--- src/rtl/core/ppu_pkg.sv ---
`timescale 1ns / 1ps
// Package for the perspective point projection unit: widths, codes, structs
// and the one-bit divider step. No dependencies.
package ppu_pkg;

    localparam int MAT_WORDS = 12;
    localparam int IDX_W     = 4;
    localparam int FRAC      = 16;
    localparam int Q_W       = 50;              // signed row result, Q34.16
    localparam int M_W       = 49;              // magnitude / positive divisor
    localparam int HI_SH     = 33;              // magnitude bits streamed in
    localparam int QUO_W     = HI_SH + FRAC;    // quotient bits produced
    localparam int LIM_W     = 21;
    localparam int DIM_W     = 14;
    localparam int MRG_W     = 13;
    localparam int CFG_IDX_W = 3;

    localparam logic [QUO_W-1:0] NDC_MAX = QUO_W'(64'd1 << 47);

    typedef logic signed [Q_W-1:0] t_q;

    typedef enum logic [2:0] {
        REJ_OK     = 3'd0,
        REJ_NEAR   = 3'd1,
        REJ_CLIP   = 3'd2,
        REJ_MARGIN = 3'd3,
        REJ_OVF    = 3'd4
    } t_rej;

    typedef enum logic [CFG_IDX_W-1:0] {
        REG_WIDTH   = 3'd0,
        REG_HEIGHT  = 3'd1,
        REG_NEAR    = 3'd2,
        REG_CLIP_EN = 3'd3,
        REG_NDC_LIM = 3'd4,
        REG_MARGIN  = 3'd5
    } t_reg_idx;

    typedef struct packed {
        logic near_rej;
        logic x_neg;
        logic y_neg;
        logic x_ovf;
        logic y_ovf;
    } t_side;

    typedef struct packed {
        logic [M_W-1:0]   rem;
        logic [QUO_W-1:0] num;
        logic [QUO_W-1:0] quo;
    } t_dlane;

    // one restoring step: bring in the next dividend bit, subtract if it fits
    function automatic t_dlane div_step(t_dlane a, logic [M_W-1:0] d);
        logic [M_W:0] t;
        logic         ge;
        t_dlane       r;
        t     = {a.rem, a.num[QUO_W-1]};
        ge    = (t >= {1'b0, d});
        r.rem = ge ? M_W'(t - {1'b0, d}) : t[M_W-1:0];
        r.num = {a.num[QUO_W-2:0], 1'b0};
        r.quo = {a.quo[QUO_W-2:0], ge};
        return r;
    endfunction

endpackage

--- src/rtl/core/ppu_map.sv ---
`timescale 1ns / 1ps
// Viewport mapping: clip and overflow codes with scale products, then
// offset, range and margin checks into the output register. Depends on ppu_pkg.
module ppu_map (
    input  logic                        i_clk,
    input  logic                        i_rst_n,
    input  logic                        i_ready,
    input  logic                        i_valid,
    input  ppu_pkg::t_side              i_side,
    input  logic [ppu_pkg::QUO_W-1:0]   i_mx,
    input  logic [ppu_pkg::QUO_W-1:0]   i_my,
    input  logic [ppu_pkg::DIM_W-1:0]   i_w,
    input  logic [ppu_pkg::DIM_W-1:0]   i_h,
    input  logic                        i_clip_en,
    input  logic [ppu_pkg::LIM_W-1:0]   i_lim,
    input  logic [ppu_pkg::MRG_W-1:0]   i_margin,
    output logic                        o_en,
    output logic                        o_valid,
    output logic                        o_visible,
    output logic signed [31:0]          o_sx,
    output logic signed [31:0]          o_sy,
    output ppu_pkg::t_rej               o_code
);
    localparam logic signed [65:0] S_MIN = -(66'sd1 <<< 31);
    localparam logic signed [65:0] S_MAX = (66'sd1 <<< 31) - 66'sd1;

    logic               r_a_v, r_out_v, r_vis;
    ppu_pkg::t_rej      r_a_code, r_code, n_a_code, n_code;
    logic signed [63:0] r_pw, r_ph;
    logic signed [31:0] r_sx, r_sy;
    logic signed [49:0] n_nx, n_ny;
    logic signed [65:0] n_sx, n_sy, n_mg, n_xhi, n_yhi;
    logic               n_big, n_clip, n_rng, n_mrg;

    assign o_en = !r_out_v || i_ready;

    always_comb begin
        n_big  = i_side.x_ovf || i_side.y_ovf;
        n_clip = n_big || (i_mx > ppu_pkg::QUO_W'(i_lim)) || (i_my > ppu_pkg::QUO_W'(i_lim));
        n_nx   = i_side.x_neg ? -$signed({1'b0, i_mx}) : $signed({1'b0, i_mx});
        n_ny   = i_side.y_neg ? -$signed({1'b0, i_my}) : $signed({1'b0, i_my});
        priority if (i_side.near_rej) begin
            n_a_code = ppu_pkg::REJ_NEAR;
        end else if (i_clip_en && n_clip) begin
            n_a_code = ppu_pkg::REJ_CLIP;
        end else if (n_big || i_mx > ppu_pkg::NDC_MAX || i_my > ppu_pkg::NDC_MAX) begin
            n_a_code = ppu_pkg::REJ_OVF;
        end else begin
            n_a_code = ppu_pkg::REJ_OK;
        end
    end

    always_comb begin
        n_sx  = 66'(r_pw >>> 1) + $signed(66'({1'b0, i_w, 15'b0}));
        n_sy  = 66'((-r_ph) >>> 1) + $signed(66'({1'b0, i_h, 15'b0}));
        n_mg  = $signed(66'({1'b0, i_margin, 16'b0}));
        n_xhi = $signed(66'({1'b0, i_w, 16'b0})) + n_mg;
        n_yhi = $signed(66'({1'b0, i_h, 16'b0})) + n_mg;
        n_rng = (n_sx < S_MIN) || (n_sx > S_MAX) || (n_sy < S_MIN) || (n_sy > S_MAX);
        n_mrg = (n_sx < -n_mg) || (n_sy < -n_mg) || (n_sx > n_xhi) || (n_sy > n_yhi);
        priority if (r_a_code != ppu_pkg::REJ_OK) begin
            n_code = r_a_code;
        end else if (n_rng) begin
            n_code = ppu_pkg::REJ_OVF;
        end else if (n_mrg) begin
            n_code = ppu_pkg::REJ_MARGIN;
        end else begin
            n_code = ppu_pkg::REJ_OK;
        end
    end

    always_ff @(posedge i_clk) begin
        if (!i_rst_n) begin
            r_a_v   <= 1'b0;
            r_out_v <= 1'b0;
        end else if (o_en) begin
            r_a_v   <= i_valid;
            r_out_v <= r_a_v;
        end
    end

    always_ff @(posedge i_clk) begin
        if (o_en) begin
            r_a_code <= n_a_code;
            r_pw     <= $signed({1'b0, i_w}) * n_nx;
            r_ph     <= $signed({1'b0, i_h}) * n_ny;
            r_code   <= n_code;
            r_vis    <= (n_code == ppu_pkg::REJ_OK);
            r_sx     <= (n_code == ppu_pkg::REJ_OK) ? n_sx[31:0] : '0;
            r_sy     <= (n_code == ppu_pkg::REJ_OK) ? n_sy[31:0] : '0;
        end
    end

    assign o_valid   = r_out_v;
    assign o_visible = r_vis;
    assign o_sx      = r_sx;
    assign o_sy      = r_sy;
    assign o_code    = r_code;
endmodule

--- config.mk ---
export PLATFORM = sky130hd
export DESIGN_NAME = ppu_map
export DESIGN_NICKNAME = d
export VERILOG_FILES = /design/src/rtl/core/ppu_pkg.sv /design/src/rtl/core/ppu_map.sv
export SDC_FILE = /design/constraint.sdc
export NUM_CORES = 2
export LEC_CHECK = 0
export BUFFER_PORTS_ARGS = -buffer_cell sky130_fd_sc_hd__buf_2
export CAP_MARGIN = 40
export CORE_ASPECT_RATIO = 0.75
export CORE_MARGIN = 2
export CORE_UTILIZATION = 30
export DETAILED_ROUTE_END_ITERATION = 12
export PLACE_DENSITY_LB_ADDON = 0.3
export SYNTH_ARGS = -nofsm -noshare
export SYNTH_HDL_FRONTEND = slang
export SYNTH_SLANG_ARGS = --single-unit
--- constraint.sdc ---
create_clock -name i_clk -period 23.4 [get_ports i_clk]
set_input_delay 4.68 -clock i_clk [delete_from_list [all_inputs] [get_ports i_clk]]
set_output_delay 4.68 -clock i_clk [all_outputs]
set_load 0.03 [all_outputs]
Word-level counts from Yosys, hierarchy flattened
Cells that the tools add are included.
W data, S select, Z words.
{ "word_totals": {"register_bits": 201, "inputBits": 170, "out_inout_bits": 70, "elab_cells": 56} }
{ "op_classes": {"n_addsub": 8, "mul": 2, "magnitude_cmp": 12, "mux": 7, "n_reduce_logical": 17} }
{ "op_table": {"columns": ["cell", "n"], "rows": [
  ["$mul A15 B50 Y64", 2],
  ["$mux W50", 2],
  ["$neg A49 Y50", 2],
  ["$gt A49 B21 Y1", 2],
  ["$gt A49 B48 Y1 const B", 2],
  ["$add A65 B30 Y66", 1],
  ["$gt A66 B32 Y1", 1],
  ["$gt A66 B32 Y1 const B", 1],
  ["$lt A64 B66 Y1", 1],
  ["$lt A66 B32 Y1 const B", 1],
  ["$lt A66 B66 Y1", 1],
  ["$neg A29 Y66", 1],
  ["$neg A64 Y66", 1],
  ["$add A63 B30 Y64", 1],
  ["$gt A64 B32 Y1", 1],
  ["$gt A64 B32 Y1 const B", 1],
  ["$lt A64 B32 Y1 const B", 1],
  ["$add A30 B29 Y31", 2],
  ["$logic_or A1 B1 Y1", 12],
  ["$mux W3", 3],
  ["$mux W2", 2],
  ["$logic_not A3 Y1", 1],
  ["$reduce_bool A3 Y1", 1],
  ["$reduce_or A2 Y1", 1],
  ["other kinds (2)", 2]
]} }

Logic depth before layout (Yosys ltp)
{ "logic_depth": {"depth_word": 10, "depth_mapped": 39, "ltp_nobuf": 38} }

Least setup slack after synthesis
OpenSTA, ideal clock, no wires.
{ "synth_path": {"path_kind": "input port to output port", "start": "in i_ready", "end": "out o_en", "arrival_time_ps": 9686, "t_required_ps": 18720, "setup_slack_ps": 9034, "cell_stages": 1, "path_buffers": 0, "path_cell_list": "nand2b_1"} }
{ "synth_via": {"elab_chain_len": 1} }
{ "synth_rtl": {"columns": ["element", "line", "text"], "rows": [
  ["start: declaration", "ppu_map.sv:7", "input logic i_ready,"],
  ["$logic_or A1 B1 Y1", "ppu_map.sv:35", "assign o_en = !r_out_v || i_ready;"],
  ["end: declaration", "ppu_map.sv:17", "output logic o_en,"]
]} }
No other way between the ends.

Worst setup path in the final report
{ "layout_path": {"start": "in i_my[0] in the netlist's numbering", "end": "reg r_ph[63] (data pin)"} }
{ "layout_via": {"elab_chain_len": 3} }
{ "layout_rtl": {"columns": ["element", "line", "text"], "rows": [
  ["start: declaration", "ppu_map.sv:11", "input logic [ppu_pkg::QUO_W-1:0] i_my,"],
  ["$neg A49 Y50", "ppu_map.sv:41", "n_ny = i_side.y_neg ? -$signed({1'b0, i_my}) : $signed({1'b0, i_my});"],
  ["$mux W50 *", "ppu_map.sv:41", null],
  ["$mul A15 B50 Y64 *", "ppu_map.sv:86", "r_ph <= $signed({1'b0, i_h}) * n_ny;"],
  ["end signal: assignment", "ppu_map.sv:86", null],
  ["end: declaration", "ppu_map.sv:29", "logic signed [63:0] r_pw, r_ph;"]
]} }
Mark *: on every way between the ends. The rest lies on a longest branch, timed or not.
A chain may end at the register's enable or synchronous reset.

==> qor.yml <==
cts:
  cts_hold_buf: 0
  insertion_delay_ps: 530
  cts_tree: "built"
  post-cts-setup-buffer-count: 0
  path_clk_slew_ps: 100
  htreeDepth: 4
  cts_resized: 0
  cts_root_buf: "clkbuf_16"
  cts_inserted_buffers: 17
  clock_path_buffers: 2
  numClockSinks: 200
logic_synthesis:
  yosys-top-cells-area: "fa_1 38%, ha_1 9.8%, edfxtp_1 9.1%, inv_1 8.8%, and2_1 7.5%"
  yosys_most_used_dff: "edfxtp_1"
  syn_area_um2: 65300
  synthArstFlopShare: 0
  synth-edff-count: 198
  synth_top_cell_by_area: "fa_1"
  synth_top_area_share: 0.383
  synth_nets: 9298
  netlist_instances: 7369
  ys_types: 88
  avgSynthCellArea_um2: 8.86
  synth_seq_cells: 200
  ys_seq_area_frac: 0.0917
  ys_warn_count: 0
  yosys.area_share.simple: 0.192
  synthXorXnorAreaFrac: 0.0511
  synthAdderAreaFrac: 0.480
  synthMuxAreaShare: 0.000977
  synth_top_family_by_area: "adder cells"
  synth_compound_area_frac: 0.0773
floorplan:
  coreArea_um2: 217000
  rows: 148
  die_h_um: 408
  die_area_um2: 221000
  die_x_um: 543
  initial_core_util: 0.301
  pin_count: 240
cells_and_area:
  area_delta_synth_final_pct: 8.80
  final.fill_count: 22800
  layout-drive-gt1-share: 0.0668
  nets: 9396
timing:
  final.min_clock_period_ps: 15020
  max_slew_margin: 0.379
  rsz0062_at_grt: "false"
  fmaxAchievable_mhz: 66.6
  tightest_slew_ps: 924
  setup_tns_ps: 0
  fin_crit_sh: 0.642
  setup_violations: 0
  skew_ps: 26.1
  hold_violations: 0
  finalMaxSlewViolations: 0
drt:
  ant_nets: 0
  wirelength_um: 213000
  wire_per_inst_um: 20.6
  drc: 0
  num_vias: 50800
  drt-pass1-iter-count: 6
  vias_per_cell: 4.91
  drt_iter0_drc: 3583
worst_setup_path:
  critPathRequiredTime_ps: 23660
  crit_path_end: "r_ph[63]"
  regToRegStartpoint: "r_ph[0]"
  crit_path_start: "i_my[0]"
  cp-end-kind: "flip-flop"
  critPathSlowestCell: "fa_1"
  reg2reg_to: "o_sy[27]"
  slowest_delay_ps: 540
  rrSetupSlack_ps: 13820
  rr_worst_depth: 31
  startpoint_type: "primary input"
  critical_path_class: "in2reg"
  arrival_ps: 15290
  crit_fanout: 15
placed_design:
  gp_routability_congestion: 0.903
  portBuffers: 239
  hpwlAfterDp_um: 174000
hold_path:
  hold_path_class: "reg2reg"
outcome:
  status: "completed"
grt:
  grt_antenna_before_repair: 43
  grt_pass1_vias: 53800
  grt_max_degree: 73
  grtUsageTotal: 0.196
  grt_pass1_wl_um: 332000
  gr-total-overflow: 0
run:
  max_cap_viol_count: 0
## cell usage after synthesis (7+ instances only)
cell,n
a2111oi_0,8
a211oi_1,20
a21boi_0,7
a21o_1,115
a21oi_1,215
a31oi_1,12
and2_1,782
and3_1,33
and4_1,17
clkbuf_1,296
edfxtp_1,198
fa_1,1248
ha_1,511
inv_1,1537
nand2_1,799
nand2b_1,46
nand3_1,67
nand3b_1,10
nand4_1,71
nor2_1,246
nor2b_1,70
nor3_1,77
nor3b_1,9
nor4_1,41
nor4b_1,7
o211ai_1,11
o21a_1,54
o21ai_0,153
o21bai_1,34
o22ai_1,7
o31a_1,13
o31ai_1,38
o41ai_1,15
or2_2,18
or3_1,46
or4_1,40
xnor2_1,275
xor2_1,106
## per-stage QoR
step	instance area (um2)	setup WS, ps	cells	utilization	hold WS [ps]
after global placement	70100	7920	10300	0.323	440
after floorplan	65300	9030	7369	-	434
after CTS	71000	8410	10300	0.328	469
after detailed placement	70300	7870	10300	0.325	451
after global routing	71000	7810	10300	0.328	509
final	71100	8380	10300	0.328	465
## sequential cells by signal (all words and copies together), names as in the netlist
register   flops
o_valid        1
o_code         3
r_pw          63
r_a_code       3
r_a_v          1
o_visible      1
r_ph          64
o_sx          32
o_sy          32
## worst min-delay path by stage
stage          start       to  slack [ps]  depth (start not counted)
4_1_cts        r_a_v  o_valid         470                          2
3_3_place_gp   r_a_v  o_valid         440                          2
5_1_grt        r_a_v  o_valid         510                          2
2_1_floorplan  r_a_v  o_valid         430                          2
3_5_place_dp   r_a_v  o_valid         450                          2
6_report       r_a_v  o_valid         460                          2
## critical path, delay by kind of cell
kind            cells  cell delay [ps]
fa+ha+maj           8             3620
xor+xnor            2              190
compound gates     11             2610
buf+inv             8              960
simple gates       10             3180
## cell type report
class / count / area [um2] / share of cell area
clock buffers: 17 / 425 / 0.00599
multi-input cells: 5326 / 52600 / 0.741
clock inverters: 15 / 235 / 0.00331
well taps: 2850 / 3570 / 0.0502
flip-flops and latches: 200 / 5990 / 0.0842
inverters: 1537 / 5770 / 0.0812
diodes: 17 / 42.5 / 0.000599
repair buffers: 385 / 2400 / 0.0338
## placed cells by master, fill, tap and decap left out, types with 13 or more instances in the layout
master	n
nand2b_1	45
a21oi_1	215
a211oi_1	20
clkbuf_16	17
nor2_1	246
nand2_1	799
ha_1	511
nor3_1	77
and4_1	17
xnor2_1	243
nand4_1	71
a21o_1	115
diode_2	17
xor2_1	104
inv_1	1537
o31ai_1	38
o31a_1	13
xnor2_2	32
o41ai_1	15
o21bai_1	34
edfxtp_1	198
and2_1	782
or4_1	40
o21a_1	54
nor4_1	40
nor2b_1	70
o21ai_0	151
nand3_1	67
or2_2	18
fa_1	1248
buf_2	241
buf_4	125
and3_1	33
or3_1	46
## layer usage
layer  global-route usage  vias to the layer above  share of wire
met4               0.0520                       24          0.028
met5                    0                        -        0.00078
met1                0.279                    26100           0.46
met3               0.0282                      218          0.058
li1                     -                    23000              -
met2                0.309                     1453           0.45
## logic make-up (layout without fill, tap and decap cells)
| logic type | Yosys count | after routing |
|---|---|---|
| simple gates | 2410 | 2410 |
| compound gates | 770 | 770 |
| fa+ha+maj | 1759 | 1759 |
| mux | 6 | 6 |
| flops | 200 | 200 |
| other cells | 0 | 17 |
| xor+xnor | 381 | 381 |
| buf+inv | 1843 | 1954 |
Power is left out: the tool's default activity adds up to more than one toggle a clock period on the data nets, which glitch-free logic cannot reach.
